[config.mk]
export PLATFORM = sky130hd
export DESIGN_NAME = sdp_connection_media_extractor_unit_flat
export DESIGN_NICKNAME = d
export VERILOG_FILES = /design/src/sdpcm_pkg.sv /design/src/sdpcm_stream_if.sv /design/src/sdpcm_scanner.sv /design/src/sdpcm_out_queue.sv /design/src/sdpcm_connection_media_extractor_unit.sv /design/src/flat_wrapper.sv
export SDC_FILE = /design/constraint.sdc
export NUM_CORES = 1
export LEC_CHECK = 0
export ABC_AREA = 1
export BUFFER_PORTS_ARGS = -buffer_cell sky130_fd_sc_hd__buf_2
export CORE_MARGIN = 1
export CORE_UTILIZATION = 28
export DETAILED_ROUTE_END_ITERATION = 10
export PLACE_DENSITY = 0.41
export SLEW_MARGIN = 20
export SYNTH_ARGS = -nofsm -noshare
export SYNTH_HDL_FRONTEND = slang
export SYNTH_SLANG_ARGS = --single-unit
[constraint.sdc]
create_clock -name clk -period 6 [get_ports clk]
set_clock_uncertainty 0.15 [all_clocks]
set_input_delay 1.5 -clock clk [delete_from_list [all_inputs] [get_ports clk]]
set_output_delay 1.5 -clock clk [all_outputs]
set_load 0.05 [all_outputs]
[src/sdpcm_pkg.sv]
// Package for the SDP connection/media extractor: payload types, state codes,
// keyword tables and result queue sizing. No dependencies.
`timescale 1ns / 1ps

package sdpcm_pkg;

    // request payloads
    typedef struct packed {
        logic [7:0] text_byte;
        logic       end_of_input;
    } text_item_t;

    typedef struct packed {
        logic        report_kind;
        logic [7:0]  address_char;
        logic [3:0]  status;
        logic [15:0] media_port;
        logic        last_of_run;
    } report_item_t;

    localparam int MAX_TOKEN_LENGTH_DEF = 100;

    // scan modes
    localparam logic [1:0] MODE_START = 2'd0;
    localparam logic [1:0] MODE_TOKEN = 2'd1;
    localparam logic [1:0] MODE_SKIP  = 2'd2;

    // connection tracker steps
    localparam logic [3:0] CS_SEEK     = 4'd0;
    localparam logic [3:0] CS_IN       = 4'd1;
    localparam logic [3:0] CS_IP4      = 4'd2;
    localparam logic [3:0] CS_ADDR     = 4'd3;
    localparam logic [3:0] CS_DONE     = 4'd4;
    localparam logic [3:0] CS_ERR_BASE = 4'd8;
    localparam logic [3:0] CS_ERR_PRE  = 4'd9;
    localparam logic [3:0] CS_ERR_C    = 4'd10;
    localparam logic [3:0] CS_ERR_NOTIN = 4'd11;
    localparam logic [3:0] CS_ERR_IN   = 4'd12;
    localparam logic [3:0] CS_ERR_NOTIP = 4'd13;
    localparam logic [3:0] CS_ERR_ADDR = 4'd14;

    // media tracker steps (error steps equal their status codes)
    localparam logic [3:0] MS_SEEK      = 4'd0;
    localparam logic [3:0] MS_AUDIO     = 4'd1;
    localparam logic [3:0] MS_PORT      = 4'd2;
    localparam logic [3:0] MS_DONE      = 4'd3;
    localparam logic [3:0] MS_ERR_BASE  = 4'd8;
    localparam logic [3:0] MS_ERR_PRE   = 4'd8;
    localparam logic [3:0] MS_ERR_M     = 4'd9;
    localparam logic [3:0] MS_ERR_NOTAU = 4'd10;
    localparam logic [3:0] MS_ERR_PORT  = 4'd11;

    // port number parser
    localparam logic [1:0] NP_START  = 2'd0;
    localparam logic [1:0] NP_DIGITS = 2'd1;
    localparam logic [1:0] NP_DONE   = 2'd3;

    // report status codes
    localparam logic [3:0] ST_OK        = 4'd0;
    localparam logic [3:0] ST_BAD_START = 4'd1;
    localparam logic [3:0] ST_NO_C_ARG  = 4'd2;
    localparam logic [3:0] ST_NO_IN_ARG = 4'd4;
    localparam logic [3:0] ST_NO_ADDR   = 4'd6;
    localparam logic [3:0] ST_NO_C      = 4'd7;
    localparam logic [3:0] ST_NO_M_ARG  = 4'd9;
    localparam logic [3:0] ST_NO_PORT   = 4'd11;
    localparam logic [3:0] ST_NO_M      = 4'd12;

    localparam logic REPORT_ADDR  = 1'b0;
    localparam logic REPORT_FINAL = 1'b1;

    // characters
    localparam logic [7:0] CH_NUL   = 8'h00;
    localparam logic [7:0] CH_LF    = 8'h0A;
    localparam logic [7:0] CH_CR    = 8'h0D;
    localparam logic [7:0] CH_SP    = 8'h20;
    localparam logic [7:0] CH_EQ    = 8'h3D;
    localparam logic [7:0] CH_PLUS  = 8'h2B;
    localparam logic [7:0] CH_MINUS = 8'h2D;
    localparam logic [7:0] CH_ZERO  = 8'h30;
    localparam logic [7:0] CH_NINE  = 8'h39;
    localparam logic [7:0] CH_HT    = 8'h09;

    // keywords: c=, IN, IP4, m=, audio
    localparam int KW_COUNT = 5;
    localparam int KW_C     = 0;
    localparam int KW_IN    = 1;
    localparam int KW_IP4   = 2;
    localparam int KW_M     = 3;
    localparam int KW_AUDIO = 4;

    localparam logic [7:0] KW_TEXT [KW_COUNT][5] = '{
        '{8'h63, 8'h3D, 8'h00, 8'h00, 8'h00},
        '{8'h49, 8'h4E, 8'h00, 8'h00, 8'h00},
        '{8'h49, 8'h50, 8'h34, 8'h00, 8'h00},
        '{8'h6D, 8'h3D, 8'h00, 8'h00, 8'h00},
        '{8'h61, 8'h75, 8'h64, 8'h69, 8'h6F}
    };
    localparam logic [6:0] KW_LEN [KW_COUNT] = '{7'd2, 7'd2, 7'd3, 7'd2, 7'd5};

    typedef struct packed {
        logic [1:0]  mode;
        logic [6:0]  tl;
        logic [4:0]  km;
        logic [3:0]  cs;
        logic [3:0]  ms;
        logic [15:0] pv;
        logic [1:0]  np;
    } scan_state_t;

    localparam scan_state_t SCAN_RESET = '{
        mode: MODE_START, tl: 7'd0, km: 5'h1F, cs: CS_SEEK, ms: MS_SEEK,
        pv: 16'd0, np: NP_START
    };

    // result queue
    localparam int QDEPTH = 4;
    localparam int QPTR_W = $clog2(QDEPTH);
    localparam int QLVL_W = $clog2(QDEPTH + 1);

    typedef struct packed {
        logic [1:0]   count;
        report_item_t first;
        report_item_t second;
    } push_t;

    typedef struct packed {
        logic [QLVL_W-1:0] level;
        logic              room;
    } queue_stat_t;

endpackage

[src/sdpcm_stream_if.sv]
// Valid/ready channel interface with a typed payload.
// Depends on nothing; payload types come from sdpcm_pkg at instantiation.
`timescale 1ns / 1ps

interface sdpcm_stream_if #(
    parameter type payload_t = logic
) ();
    logic     valid;
    logic     ready;
    payload_t payload;

    modport source (output valid, output payload, input ready);
    modport sink (input valid, input payload, output ready);
endinterface

[src/sdpcm_scanner.sv]
// Byte scanner: tokenizer, keyword match, connection and media trackers.
// Depends on sdpcm_pkg.
`timescale 1ns / 1ps

module sdpcm_scanner #(
    parameter int MAX_TOKEN_LENGTH = sdpcm_pkg::MAX_TOKEN_LENGTH_DEF
) (
    input  logic                  clk,
    input  logic                  rst_n,
    input  logic                  accept,
    input  sdpcm_pkg::text_item_t item,
    output sdpcm_pkg::push_t      push
);

    localparam logic [6:0] TL_MAX = 7'(MAX_TOKEN_LENGTH);

    sdpcm_pkg::scan_state_t state_reg;
    sdpcm_pkg::scan_state_t state_next;

    function automatic sdpcm_pkg::scan_state_t tok_begin(sdpcm_pkg::scan_state_t s);
        sdpcm_pkg::scan_state_t r;
        r = s;
        r.tl = 7'd0;
        r.km = 5'h1F;
        if (s.ms == sdpcm_pkg::MS_PORT)
        begin
            r.pv = 16'd0;
            r.np = sdpcm_pkg::NP_START;
        end
        return r;
    endfunction

    function automatic sdpcm_pkg::scan_state_t tok_add(sdpcm_pkg::scan_state_t s,
                                                       logic [7:0] b);
        sdpcm_pkg::scan_state_t r;
        logic [19:0] prod;
        logic        do_digit;
        r = s;
        for (int k = 0; k < sdpcm_pkg::KW_COUNT; k++)
        begin
            if (!(s.tl < sdpcm_pkg::KW_LEN[k]
                  && sdpcm_pkg::KW_TEXT[k][s.tl[2:0]] == b))
            begin
                r.km[k] = 1'b0;
            end
        end
        if (s.tl < TL_MAX)
        begin
            r.tl = s.tl + 7'd1;
        end
        do_digit = 1'b0;
        if (s.ms == sdpcm_pkg::MS_PORT && s.np != sdpcm_pkg::NP_DONE)
        begin
            if (s.np == sdpcm_pkg::NP_START)
            begin
                if (b inside {[sdpcm_pkg::CH_HT:sdpcm_pkg::CH_CR], sdpcm_pkg::CH_SP})
                begin
                    do_digit = 1'b0;
                end
                else if (b == sdpcm_pkg::CH_PLUS)
                begin
                    r.np = sdpcm_pkg::NP_DIGITS;
                end
                else if (b == sdpcm_pkg::CH_MINUS)
                begin
                    r.np = sdpcm_pkg::NP_DONE;
                    r.pv = 16'd0;
                end
                else
                begin
                    r.np = sdpcm_pkg::NP_DIGITS;
                    do_digit = 1'b1;
                end
            end
            else
            begin
                do_digit = 1'b1;
            end
        end
        if (do_digit)
        begin
            if (b inside {[sdpcm_pkg::CH_ZERO:sdpcm_pkg::CH_NINE]})
            begin
                // pv * 10 + digit, saturated at 16 bits
                prod = ({4'd0, s.pv} << 3) + ({4'd0, s.pv} << 1)
                     + {12'd0, b - sdpcm_pkg::CH_ZERO};
                r.pv = (prod > 20'h0FFFF) ? 16'hFFFF : prod[15:0];
            end
            else
            begin
                r.np = sdpcm_pkg::NP_DONE;
            end
        end
        return r;
    endfunction

    function automatic logic kw_hit(sdpcm_pkg::scan_state_t s, int k);
        return s.km[k] && (s.tl == sdpcm_pkg::KW_LEN[k]);
    endfunction

    function automatic sdpcm_pkg::scan_state_t tok_done(sdpcm_pkg::scan_state_t s);
        sdpcm_pkg::scan_state_t r;
        logic over;
        r = s;
        over = (s.tl >= TL_MAX);
        case (s.cs)
            sdpcm_pkg::CS_SEEK:
            begin
                if (over)
                    r.cs = sdpcm_pkg::CS_ERR_PRE;
                else if (kw_hit(s, sdpcm_pkg::KW_C))
                    r.cs = sdpcm_pkg::CS_IN;
            end
            sdpcm_pkg::CS_IN:
                r.cs = over ? sdpcm_pkg::CS_ERR_C
                     : (kw_hit(s, sdpcm_pkg::KW_IN) ? sdpcm_pkg::CS_IP4
                                                    : sdpcm_pkg::CS_ERR_NOTIN);
            sdpcm_pkg::CS_IP4:
                r.cs = over ? sdpcm_pkg::CS_ERR_IN
                     : (kw_hit(s, sdpcm_pkg::KW_IP4) ? sdpcm_pkg::CS_ADDR
                                                     : sdpcm_pkg::CS_ERR_NOTIP);
            sdpcm_pkg::CS_ADDR:
                r.cs = over ? sdpcm_pkg::CS_ERR_ADDR : sdpcm_pkg::CS_DONE;
            default:
                r.cs = s.cs;
        endcase
        case (s.ms)
            sdpcm_pkg::MS_SEEK:
            begin
                if (over)
                    r.ms = sdpcm_pkg::MS_ERR_PRE;
                else if (kw_hit(s, sdpcm_pkg::KW_M))
                    r.ms = sdpcm_pkg::MS_AUDIO;
            end
            sdpcm_pkg::MS_AUDIO:
                r.ms = over ? sdpcm_pkg::MS_ERR_M
                     : (kw_hit(s, sdpcm_pkg::KW_AUDIO) ? sdpcm_pkg::MS_PORT
                                                       : sdpcm_pkg::MS_ERR_NOTAU);
            sdpcm_pkg::MS_PORT:
                r.ms = over ? sdpcm_pkg::MS_ERR_PORT : sdpcm_pkg::MS_DONE;
            default:
                r.ms = s.ms;
        endcase
        return r;
    endfunction

    function automatic logic [3:0] final_status(sdpcm_pkg::scan_state_t s);
        logic [3:0] st;
        if (s.mode == sdpcm_pkg::MODE_START)
            st = sdpcm_pkg::ST_BAD_START;
        else if (s.cs >= sdpcm_pkg::CS_ERR_BASE)
            st = s.cs - sdpcm_pkg::CS_ERR_BASE;
        else if (s.cs == sdpcm_pkg::CS_SEEK)
            st = sdpcm_pkg::ST_NO_C;
        else if (s.cs == sdpcm_pkg::CS_IN)
            st = sdpcm_pkg::ST_NO_C_ARG;
        else if (s.cs == sdpcm_pkg::CS_IP4)
            st = sdpcm_pkg::ST_NO_IN_ARG;
        else if (s.cs == sdpcm_pkg::CS_ADDR)
            st = sdpcm_pkg::ST_NO_ADDR;
        else if (s.ms >= sdpcm_pkg::MS_ERR_BASE)
            st = s.ms;
        else
        begin
            case (s.ms)
                sdpcm_pkg::MS_SEEK:  st = sdpcm_pkg::ST_NO_M;
                sdpcm_pkg::MS_AUDIO: st = sdpcm_pkg::ST_NO_M_ARG;
                sdpcm_pkg::MS_PORT:  st = sdpcm_pkg::ST_NO_PORT;
                default:             st = sdpcm_pkg::ST_OK;
            endcase
        end
        return st;
    endfunction

    sdpcm_pkg::scan_state_t  s;
    sdpcm_pkg::report_item_t addr_res;
    sdpcm_pkg::report_item_t final_res;
    logic                    echo;
    logic                    fin;
    logic [3:0]              st;
    logic [7:0]              b;

    always_comb
    begin
        s    = state_reg;
        b    = item.text_byte;
        echo = 1'b0;
        fin  = 1'b0;
        st   = sdpcm_pkg::ST_OK;
        if (b == sdpcm_pkg::CH_NUL)
        begin
            fin = 1'b1;
        end
        else if (b inside {sdpcm_pkg::CH_LF, sdpcm_pkg::CH_CR, sdpcm_pkg::CH_SP})
        begin
            if (s.mode == sdpcm_pkg::MODE_START)
            begin
                // separator first: empty first token that matches nothing
                s    = tok_begin(s);
                s.km = 5'd0;
                s    = tok_done(s);
            end
            else if (s.mode == sdpcm_pkg::MODE_TOKEN)
            begin
                s = tok_done(s);
            end
            s.mode = sdpcm_pkg::MODE_SKIP;
        end
        else
        begin
            if (s.mode != sdpcm_pkg::MODE_TOKEN)
            begin
                s = tok_begin(s);
            end
            echo = (s.cs == sdpcm_pkg::CS_ADDR);
            s    = tok_add(s, b);
            if (b == sdpcm_pkg::CH_EQ)
            begin
                s      = tok_done(s);
                s.mode = sdpcm_pkg::MODE_SKIP;
            end
            else
            begin
                s.mode = sdpcm_pkg::MODE_TOKEN;
            end
        end
        if (item.end_of_input)
        begin
            fin = 1'b1;
        end
        if (fin)
        begin
            if (s.mode == sdpcm_pkg::MODE_TOKEN)
            begin
                s = tok_done(s);
            end
            st         = final_status(s);
            state_next = sdpcm_pkg::SCAN_RESET;
        end
        else
        begin
            state_next = s;
        end

        addr_res.report_kind  = sdpcm_pkg::REPORT_ADDR;
        addr_res.address_char = b;
        addr_res.status       = sdpcm_pkg::ST_OK;
        addr_res.media_port   = 16'd0;
        addr_res.last_of_run  = 1'b0;

        final_res.report_kind  = sdpcm_pkg::REPORT_FINAL;
        final_res.address_char = 8'd0;
        final_res.status       = st;
        final_res.media_port   = (st == sdpcm_pkg::ST_OK) ? s.pv : 16'd0;
        final_res.last_of_run  = 1'b1;

        push.first  = echo ? addr_res : final_res;
        push.second = final_res;
        push.count  = accept ? ({1'b0, echo} + {1'b0, fin}) : 2'd0;
    end

    always_ff @(posedge clk or negedge rst_n)
    begin
        if (!rst_n)
        begin
            state_reg <= sdpcm_pkg::SCAN_RESET;
        end
        else if (accept)
        begin
            state_reg <= state_next;
        end
    end

endmodule

[src/sdpcm_out_queue.sv]
// Result queue: takes up to two results a cycle, hands out one a cycle while report_out.ready is high.
// Depends on sdpcm_pkg and sdpcm_stream_if.
`timescale 1ns / 1ps

module sdpcm_out_queue (
    input  logic                   clk,
    input  logic                   rst_n,
    input  sdpcm_pkg::push_t       push,
    output sdpcm_pkg::queue_stat_t stat,
    sdpcm_stream_if.source         report_out
);

    localparam logic [sdpcm_pkg::QPTR_W-1:0] QLAST = sdpcm_pkg::QPTR_W'(sdpcm_pkg::QDEPTH - 1);

    sdpcm_pkg::report_item_t mem_reg [sdpcm_pkg::QDEPTH];
    logic [sdpcm_pkg::QPTR_W-1:0] wr_ptr_reg;
    logic [sdpcm_pkg::QPTR_W-1:0] wr_ptr_next;
    logic [sdpcm_pkg::QPTR_W-1:0] wr_ptr_inc;
    logic [sdpcm_pkg::QPTR_W-1:0] rd_ptr_reg;
    logic [sdpcm_pkg::QPTR_W-1:0] rd_ptr_next;
    logic [sdpcm_pkg::QLVL_W-1:0] level_reg;
    logic [sdpcm_pkg::QLVL_W-1:0] level_next;
    logic                         pop;

    function automatic logic [sdpcm_pkg::QPTR_W-1:0] ptr_inc(
        logic [sdpcm_pkg::QPTR_W-1:0] p);
        return (p == QLAST) ? '0 : p + 1'b1;
    endfunction

    assign pop                = report_out.valid && report_out.ready;
    assign report_out.valid   = (level_reg != '0);
    assign report_out.payload = mem_reg[rd_ptr_reg];

    assign stat.level = level_reg;
    assign stat.room  = (level_reg <= sdpcm_pkg::QLVL_W'(sdpcm_pkg::QDEPTH - 2));

    always_comb
    begin
        wr_ptr_inc = ptr_inc(wr_ptr_reg);
        case (push.count)
            2'd1:    wr_ptr_next = wr_ptr_inc;
            2'd2:    wr_ptr_next = ptr_inc(wr_ptr_inc);
            default: wr_ptr_next = wr_ptr_reg;
        endcase
        rd_ptr_next = pop ? ptr_inc(rd_ptr_reg) : rd_ptr_reg;
        level_next  = level_reg + sdpcm_pkg::QLVL_W'(push.count)
                    - sdpcm_pkg::QLVL_W'(pop);
    end

    always_ff @(posedge clk or negedge rst_n)
    begin
        if (!rst_n)
        begin
            wr_ptr_reg <= '0;
            rd_ptr_reg <= '0;
            level_reg  <= '0;
        end
        else
        begin
            wr_ptr_reg <= wr_ptr_next;
            rd_ptr_reg <= rd_ptr_next;
            level_reg  <= level_next;
        end
    end

    always_ff @(posedge clk)
    begin
        if (push.count != 2'd0)
        begin
            mem_reg[wr_ptr_reg] <= push.first;
        end
        if (push.count == 2'd2)
        begin
            mem_reg[wr_ptr_inc] <= push.second;
        end
    end

endmodule

[src/sdpcm_connection_media_extractor_unit.sv]
// Top level of the SDP connection/media extractor.
// Depends on sdpcm_pkg, sdpcm_stream_if, sdpcm_scanner, sdpcm_out_queue.
`timescale 1ns / 1ps
//
//  channel     | dir | payload                                          | one request is
//  ------------+-----+--------------------------------------------------+-------------------
//  text_in     | in  | text_byte[8], end_of_input                       | one text byte
//  report_out  | out | report_kind, address_char[8], status[4],         | one address echo
//              |     | media_port[16], last_of_run                      | or final report
//
//  One byte per cycle while text_in.ready is high: the scanner state updates in the cycle
//  a byte is taken, and its 0..2 results land in a 4-entry queue in the same edge.
//  If the queue was empty, the first result is visible in the cycle after its byte; a byte
//  never waits on the output side unless fewer than two queue slots are free.
//  text_in.ready depends only on the queue fill, not on report_out.ready.
//  rst_n (async, active low) puts the scanner at start of text, empties the queue.

module sdp_connection_media_extractor_unit #(
    parameter int MAX_TOKEN_LENGTH = sdpcm_pkg::MAX_TOKEN_LENGTH_DEF
) (
    input  logic           clk,
    input  logic           rst_n,
    sdpcm_stream_if.sink   text_in,
    sdpcm_stream_if.source report_out
);

    sdpcm_pkg::push_t       push;
    sdpcm_pkg::queue_stat_t q_stat;
    logic                   accept;

    // take a byte only when both of its possible results fit
    assign text_in.ready = q_stat.room;
    assign accept        = text_in.valid && text_in.ready;

    sdpcm_scanner #(
        .MAX_TOKEN_LENGTH (MAX_TOKEN_LENGTH)
    ) u_scanner (
        .clk    (clk),
        .rst_n  (rst_n),
        .accept (accept),
        .item   (text_in.payload),
        .push   (push)
    );

    sdpcm_out_queue u_queue (
        .clk        (clk),
        .rst_n      (rst_n),
        .push       (push),
        .stat       (q_stat),
        .report_out (report_out)
    );

    // queue never overfills
    a_level: assert property (@(posedge clk) disable iff (!rst_n)
        q_stat.level <= sdpcm_pkg::QLVL_W'(sdpcm_pkg::QDEPTH))
        else $error("result queue overflow");

    // a byte flagged end_of_input has its report queued by the next cycle
    a_report_follows: assert property (@(posedge clk) disable iff (!rst_n)
        accept && text_in.payload.end_of_input |=> report_out.valid)
        else $error("end of text left no report");

    // address echoes carry no status, port or last flag
    a_echo_clean: assert property (@(posedge clk) disable iff (!rst_n)
        report_out.valid && report_out.payload.report_kind == sdpcm_pkg::REPORT_ADDR
        |-> report_out.payload.status == sdpcm_pkg::ST_OK
            && report_out.payload.media_port == 16'd0
            && !report_out.payload.last_of_run)
        else $error("address echo carries report fields");

    // failed reports give no port and are marked last of run
    a_err_port: assert property (@(posedge clk) disable iff (!rst_n)
        report_out.valid && report_out.payload.report_kind == sdpcm_pkg::REPORT_FINAL
        && report_out.payload.status != sdpcm_pkg::ST_OK
        |-> report_out.payload.media_port == 16'd0 && report_out.payload.last_of_run)
        else $error("error report carries a port");

endmodule

[src/flat_wrapper.sv]
// flat-port wrapper written by rule: the top's interface ports become plain ports
module sdp_connection_media_extractor_unit_flat import sdpcm_pkg::*;
#(
    parameter int MAX_TOKEN_LENGTH = sdpcm_pkg::MAX_TOKEN_LENGTH_DEF
)
  (clk, rst_n, text_in_valid, text_in_payload, text_in_ready, report_out_valid, report_out_payload, report_out_ready);
  sdpcm_stream_if #(.payload_t(text_item_t)) text_in_i ();
  sdpcm_stream_if #(.payload_t(report_item_t)) report_out_i ();
  input  logic clk;
  input  logic rst_n;
  input wire logic [$bits(text_in_i.valid)-1:0] text_in_valid;
  input wire logic [$bits(text_in_i.payload)-1:0] text_in_payload;
  output wire logic [$bits(text_in_i.ready)-1:0] text_in_ready;
  output wire logic [$bits(report_out_i.valid)-1:0] report_out_valid;
  output wire logic [$bits(report_out_i.payload)-1:0] report_out_payload;
  input wire logic [$bits(report_out_i.ready)-1:0] report_out_ready;
  assign text_in_i.valid = text_in_valid;
  assign text_in_i.payload = text_in_payload;
  assign text_in_ready = text_in_i.ready;
  assign report_out_valid = report_out_i.valid;
  assign report_out_payload = report_out_i.payload;
  assign report_out_i.ready = report_out_ready;
  sdp_connection_media_extractor_unit #(.MAX_TOKEN_LENGTH(MAX_TOKEN_LENGTH)) u_core (.clk(clk), .rst_n(rst_n), .text_in(text_in_i), .report_out(report_out_i));
endmodule
Yosys cells after proc, flatten, opt, wreduce, memory -nomap -nowiden
Memories as Yosys holds them, arrays and structs flattened.
Index checks and enable logic that the tools add are counted.
{"block": "totals", "output_inout_bits": 32, "word_cells": 264, "memories": 6, "ramBits": 120, "input_bits": 13, "mem_bits_ro": 320, "latchBits": 0, "reg_bits": 47}
{"block": "classes", "bitwise_logic": 1, "muxes": 128, "shift": 0, "add_sub_neg": 11, "div_mod_pow": 0, "magnitude_cmp": 16, "mul": 0, "eq_ne": 49, "n_reduce_logical": 43}
{"name": "u_core.u_queue.mem_reg", "depth": 4, "width": 30, "rd": 1, "rd_ports_with_merged_regs": 0, "wr": 2, "line": "sdpcm_out_queue.sv:15", "source": "sdpcm_pkg::report_item_t mem_reg [sdpcm_pkg::QDEPTH];"}
{"name": "(name not given)", "depth": 8, "width": 8, "rd": 1, "rd_ports_with_merged_regs": 0, "wr": 0, "line": "sdpcm_scanner.sv:42", "source": "&& sdpcm_pkg::KW_TEXT[k][s.tl[2:0]] == b))"}
{"name": "(name not given)", "depth": 8, "width": 8, "rd": 1, "rd_ports_with_merged_regs": 0, "wr": 0, "line": "sdpcm_scanner.sv:42"}
{"name": "(name not given)", "depth": 8, "width": 8, "rd": 1, "rd_ports_with_merged_regs": 0, "wr": 0, "line": "sdpcm_scanner.sv:42"}
{"name": "(name not given)", "depth": 8, "width": 8, "rd": 1, "rd_ports_with_merged_regs": 0, "wr": 0, "line": "sdpcm_scanner.sv:42"}
{"name": "(name not given)", "depth": 8, "width": 8, "rd": 1, "rd_ports_with_merged_regs": 0, "wr": 0, "line": "sdpcm_scanner.sv:42"}
{"op": "$mux 4", "count": 44}
{"op": "$mux 40", "count": 4}
{"op": "$mux 38", "count": 4}
{"op": "$mux 18", "count": 6}
{"op": "$mux 16", "count": 5}
{"op": "$mux 8", "count": 10}
{"op": "$mux 26", "count": 3}
{"op": "$pmux 4 s3", "count": 5}
{"op": "$eq 4x2->1 const B", "count": 12}
{"op": "$pmux 4 s4", "count": 3}
{"op": "$eq 7x2->1 const B", "count": 6}
{"op": "$eq 8x8->1", "count": 5}
{"op": "$logic_not 4->1", "count": 9}
{"op": "$eq 4x1->1 const B", "count": 8}
{"op": "$eq 8x6->1 const B", "count": 4}
{"op": "$mux 1", "count": 30}
{"op": "$mux 30", "count": 1}
{"op": "$logic_and 1x1->1", "count": 25}
{"op": "$eq 7x3->1 const B", "count": 3}
{"op": "$ge 7x7->1 const B", "count": 3}
{"op": "$mux 7", "count": 3}
{"op": "$add 19x17->20", "count": 1}
{"op": "$add 20x8->20", "count": 1}
{"op": "$gt 20x16->1 const B", "count": 1}
{"op": "other kinds (29)", "count": 52}

Longest topological paths before layout
{"block": "depth", "ltp_word": 41, "mapped_depth": 33, "ltp_nobuf": 31}

By module
A second synthesis with hierarchy kept.
{"block": "hier_totals", "hier_cells": 1842, "area_unflattened_um2": 13190.2}
{"mod": "sdpcm_scanner", "seq_area_each_um2": 1007.2, "area_each_um2": 6616.3, "cells_per_inst": 1124, "instances": 1}
{"mod": "sdpcm_out_queue", "seq_area_each_um2": 3778.6, "area_each_um2": 6566.3, "cells_per_inst": 716, "instances": 1}
{"mod": "sdp_connection_media_extractor_unit", "seq_area_each_um2": 0.0, "area_each_um2": 7.5, "cells_per_inst": 2, "instances": 1}

Least setup slack after synthesis
OpenSTA, ideal clock, no wires.
{"block": "synth_path", "kind": "input -> register", "from": "input port text_in_payload[7]", "to": "memory u_core.u_queue.mem_reg[3][2] (netlist bit) (data pin)", "path_stages": 19, "required_time_ps": 5708, "path_slack_ps": 228, "path_buffers": 3, "setup_ps": 142, "arrival_ps": 5480, "path_cell_list": "buf_2 -> inv_2 -> nand2_1 -> inv_2 -> nand2_1 -> inv_1 -> nand2_1 -> nand2_2 -> nor2_2 -> inv_2 -> nor2_1 -> clkbuf_1 -> ha_1 -> nand2_1 -> ha_1 -> o21ai_0 -> nand2_1 -> clkbuf_1 -> nor2_1"}
{"item": "start: declaration", "line": "flat_wrapper.sv:12", "source": "input wire logic [$bits(text_in_i.payload)-1:0] text_in_payload;"}
{"item": "end: declaration", "line": "sdpcm_out_queue.sv:15"}

==> summary.txt <==
STA
  • Measured slew at the worst slew-check pin: between 0.8 and 0.9 ns
  • Slew Viols, Final: 0
  • Fmax: 179 MHz
  • Final hold violations: 0
  • RSZ-0062 raised after global routing: no
  • Worst-case hold slack: ~0.30 ns
  • Post-layout min period: around 5.6 ns
  • TNS Setup: 0 ns
  • Final setup fails: 0
  • Fin crit share: between 90% and 100%
  • Post-route setup slack: approximately 0.40 ns
  • Rel. slew slack: between 40% and 50%

Status
  • Outcome: complete, no violations

Yosys
  • Netlist cell types: 52
  • Synth warnings: 0
  • FFs w/ async S/R, synth: between 20 and 30%
  • Synth Cell Area: ~11000 sq um
  • Seq/Total Area, Yosys: 38.3%
  • Area share of fa/ha/maj cells after synthesis: 6.25%
  • Post-synthesis average cell area: about 7.1 sq um
  • Main combinational cell family by area after synthesis: simple AND/OR/NAND/NOR gates
  • Mapped Nets: about 1600
  • Syn Inst Count: 1574
  • Synth Area in Compound Gates: roughly 17%
  • Post-synthesis xor/xnor area fraction: approximately 1.3%
  • Simple-Gate Fraction of Synth Area: 28.8%
  • Yosys reg bits: about 160
  • Mux share of post-synthesis cell area: 0%
  • Ys flop type: edfxtp_1
  • Number of synthesized flops with an enable pin: 80

Floorplanning
  • Starting Density: between 20 and 30%
  • Row cnt: between 70 and 80
  • Die H: approximately 200 um
  • Placeable Area: slightly below 40000 sq um
  • Die footprint: around 41000 sq um
  • # IOs: 45
  • Die width: 202 um

Pwr
  • Sequential power share: between 20% and 30%
  • Power Dens Cells: between 500 and 600 nW/um^2
  • Peak supply drop: between 200 and 250 uV
  • Logic pwr share: just under 60%
  • P_leak: around 5.6 nW
  • Switching portion of total power: between 50% and 60%
  • Clk pwr share: about 17%
  • P_sw: between 3 and 4 mW
  • Internal power: 3.06 mW

Detailed routing
  • DR vias: ~11000
  • Final WL: between 30 and 40 mm
  • Vias per std cell: 5.03
  • Antenna Nets Post-Route: 0
  • First-pass DRT Iterations: 5
  • DRC: 0
  • Initial drt markers: 679
  • Drt wl/cell: around 18 um

Worst setup path
  • CP dominant cell by count: nand2_1
  • Crit end category: flop
  • Arrival @ worst endpoint: around 5.7 ns
  • Worst endpoint required time: around 6.1 ns
  • Crit path max fanout: 8
  • Slowest stage delay, CP: between 0.4 and 0.5 ns
  • CP cell instances: buf_2, inv_1, ha_1, fa_1, ha_1, nand2_1, nand2_1, a31oi_1, inv_1, a21oi_1, o21ai_0, nand3_1, o2111ai_1, xor2_1, a21oi_1, nand2_1, o21ai_0, o311ai_0, nand2_1, o21ai_0, nand4_1, nor2_1
  • Worst-case reg-to-reg path depth: 25
  • Critical path class: in2reg
  • CP max stage cell: fa_1
  • CP startpoint kind: input port

Finish
  • Synth-to-Final Area Change: 13.2%
  • Antenna Cells: 0
  • Max reg flops: around 120
  • Layout cells sized above 1: approximately a tenth
  • Total Nets Final: 1671

Clocking
  • Clock Latency Late Sink: 0.46 ns
  • CTS tree: built
  • H-tree level count: 4
  • Clock Tree Root: clkbuf_16
  • Deepest clock path buffer count: 2
  • TritonCTS Buffers: 17
  • Clk slew on worst S/H paths: ~0.07 ns
  • CTS sink cnt: between 150 and 200
  • Cts hold-fix bufs: 0

Placement
  • Dpl ws: 0.0108 ns
  • Number of port buffers: between 40 and 50
  • DP HPWL: between 20 and 30 mm
  • GPL Wtd Cong: about 0.90

Global routing
  • Antenna violations before repair: 0
  • Gr usage total: between 10% and 20%
  • First-pass GRT wire length: approximately 63 mm
  • GRT overflow: 0
  • Pin count of the biggest net entering global routing: between 60 and 70
  • Number of global-route vias before repair: 10900

Min path
  • Worst hold path stage count: 2
  • Worst Hold Class: reg2reg

Run
  • Max-Cap Viols: 0
-- Yosys cell counts (36+ instances only) --
library cell	n	area share, %
nand2_1	326	11
dfrtp_1	42	9.3
o21ai_0	177	7.9
a21oi_1	60	2.7
inv_1	153	5.1
edfxtp_1	80	21
nand3_1	137	6.1
nor2_1	241	8.0
o22ai_1	53	2.9
clkbuf_1	53	1.8
dfxtp_1	36	6.4
ha_1	45	5.0
-- placed cells by master, fill, tap and decap left out, types with 4 or more instances in the layout --
cell	synthesis	final
o311ai_0	6	6
o21ai_0	177	176
buf_4	4	38
xnor2_1	6	6
buf_2	11	44
dfstp_2	5	5
fa_1	7	7
xor2_1	11	11
dfxtp_1	36	36
edfxtp_1	80	80
nor3_1	10	10
nor2_1	241	240
o22ai_1	53	53
o21ai_1	4	4
ha_1	45	45
inv_2	13	13
o211ai_1	4	4
inv_1	153	153
o21bai_1	6	6
nand4_2	10	10
nor2_2	4	5
a31oi_1	8	8
inv_6	0	4
dfrtp_1	42	41
clkinv_1	3	4
nand2_1	326	326
nand3_1	137	137
a21oi_1	60	60
clkbuf_16	0	17
nand4_1	21	21
a22oi_1	5	5
-- final cells by class --
cell class / instances / area [sq um]
timing repair buffer: 84 / 546
inverter: 169 / 638
tap: 525 / 657
clock buffer: 17 / 425
sequential: 163 / 4310
fill: 4349 / 26900
clock inverter: 15 / 150
multi-input combinational: 1171 / 6010
-- worst paths after layout --
kind                                           startpoint                        endpoint  slack, ns
max                                    text_in_payload[5]    u_core.u_queue.mem_reg[3][3]       0.40
min                          u_core.u_queue.mem_reg[2][0]    u_core.u_queue.mem_reg[2][0]       0.30
max reg2reg                u_core.u_scanner.state_reg[21]    u_core.u_queue.mem_reg[3][3]       0.42
min reg2reg                  u_core.u_queue.mem_reg[2][0]    u_core.u_queue.mem_reg[2][0]       0.30
max in group asynchronous                           rst_n    u_core.u_queue.rd_ptr_reg[0]       4.10
min in group asynchronous                           rst_n  u_core.u_scanner.state_reg[24]       1.04
-- stage by stage --
step / total power [mW] / utilization, % / std cells / instance area [sq um]
after floorplan: 4.33 / - / 1574 / 11200
after global placement: 5.45 / 30.7 / 2112 / 12200
after detailed placement: 5.44 / 30.7 / 2112 / 12200
after CTS: 6.58 / 32.1 / 2144 / 12700
after global routing: 7.04 / 32.1 / 2144 / 12700
final: 6.51 / 32.1 / 2144 / 12700
-- per-layer routing --
layer	track usage [%]	vias up	part of all wire, %
met4	5.26	0	1.5
met2	35.2	168	50
li1	-	5382	-
met1	24.9	5197	46
met5	0	-	0
met3	2.72	38	2.8
-- power by group through the flow --
| stage | registers (mW) | logic, mW | clock network (mW) |
|---|---|---|---|
| after floorplan | 1.50 | 2.83 | 0 |
| after global placement | 1.56 | 3.88 | 0 |
| after detailed placement | 1.56 | 3.88 | 0 |
| after CTS | 1.54 | 3.89 | 1.14 |
| after global routing | 1.57 | 4.28 | 1.18 |
| final | 1.54 | 3.86 | 1.11 |
-- kinds of logic after synthesis --
kind of cell	after synthesis
buffers and inverters	240
AOI/OAI and AO/OA	341
DFF	163
and+or+nand+nor	761
adders and majority gates	52
xor gates and xnor gates	17
-- critical path, delay by kind of cell --
family                   cells  cell delay (ns)
buffers and inverters        3             0.40
AND/OR/NAND/NOR              7             0.88
XOR/XNOR                     1             0.16
AO/OA/AOI/OAI                8             1.52
adder cells (fa/ha/maj)      3             1.16
-- what timing repair did --
item,in CTS,in global routing
endpoints found under the setup margin,0,15
setup buffers,0,0
resized for setup,0,2
endpoints found under the hold margin,0,0
Power figures use the tool's default switching activity.
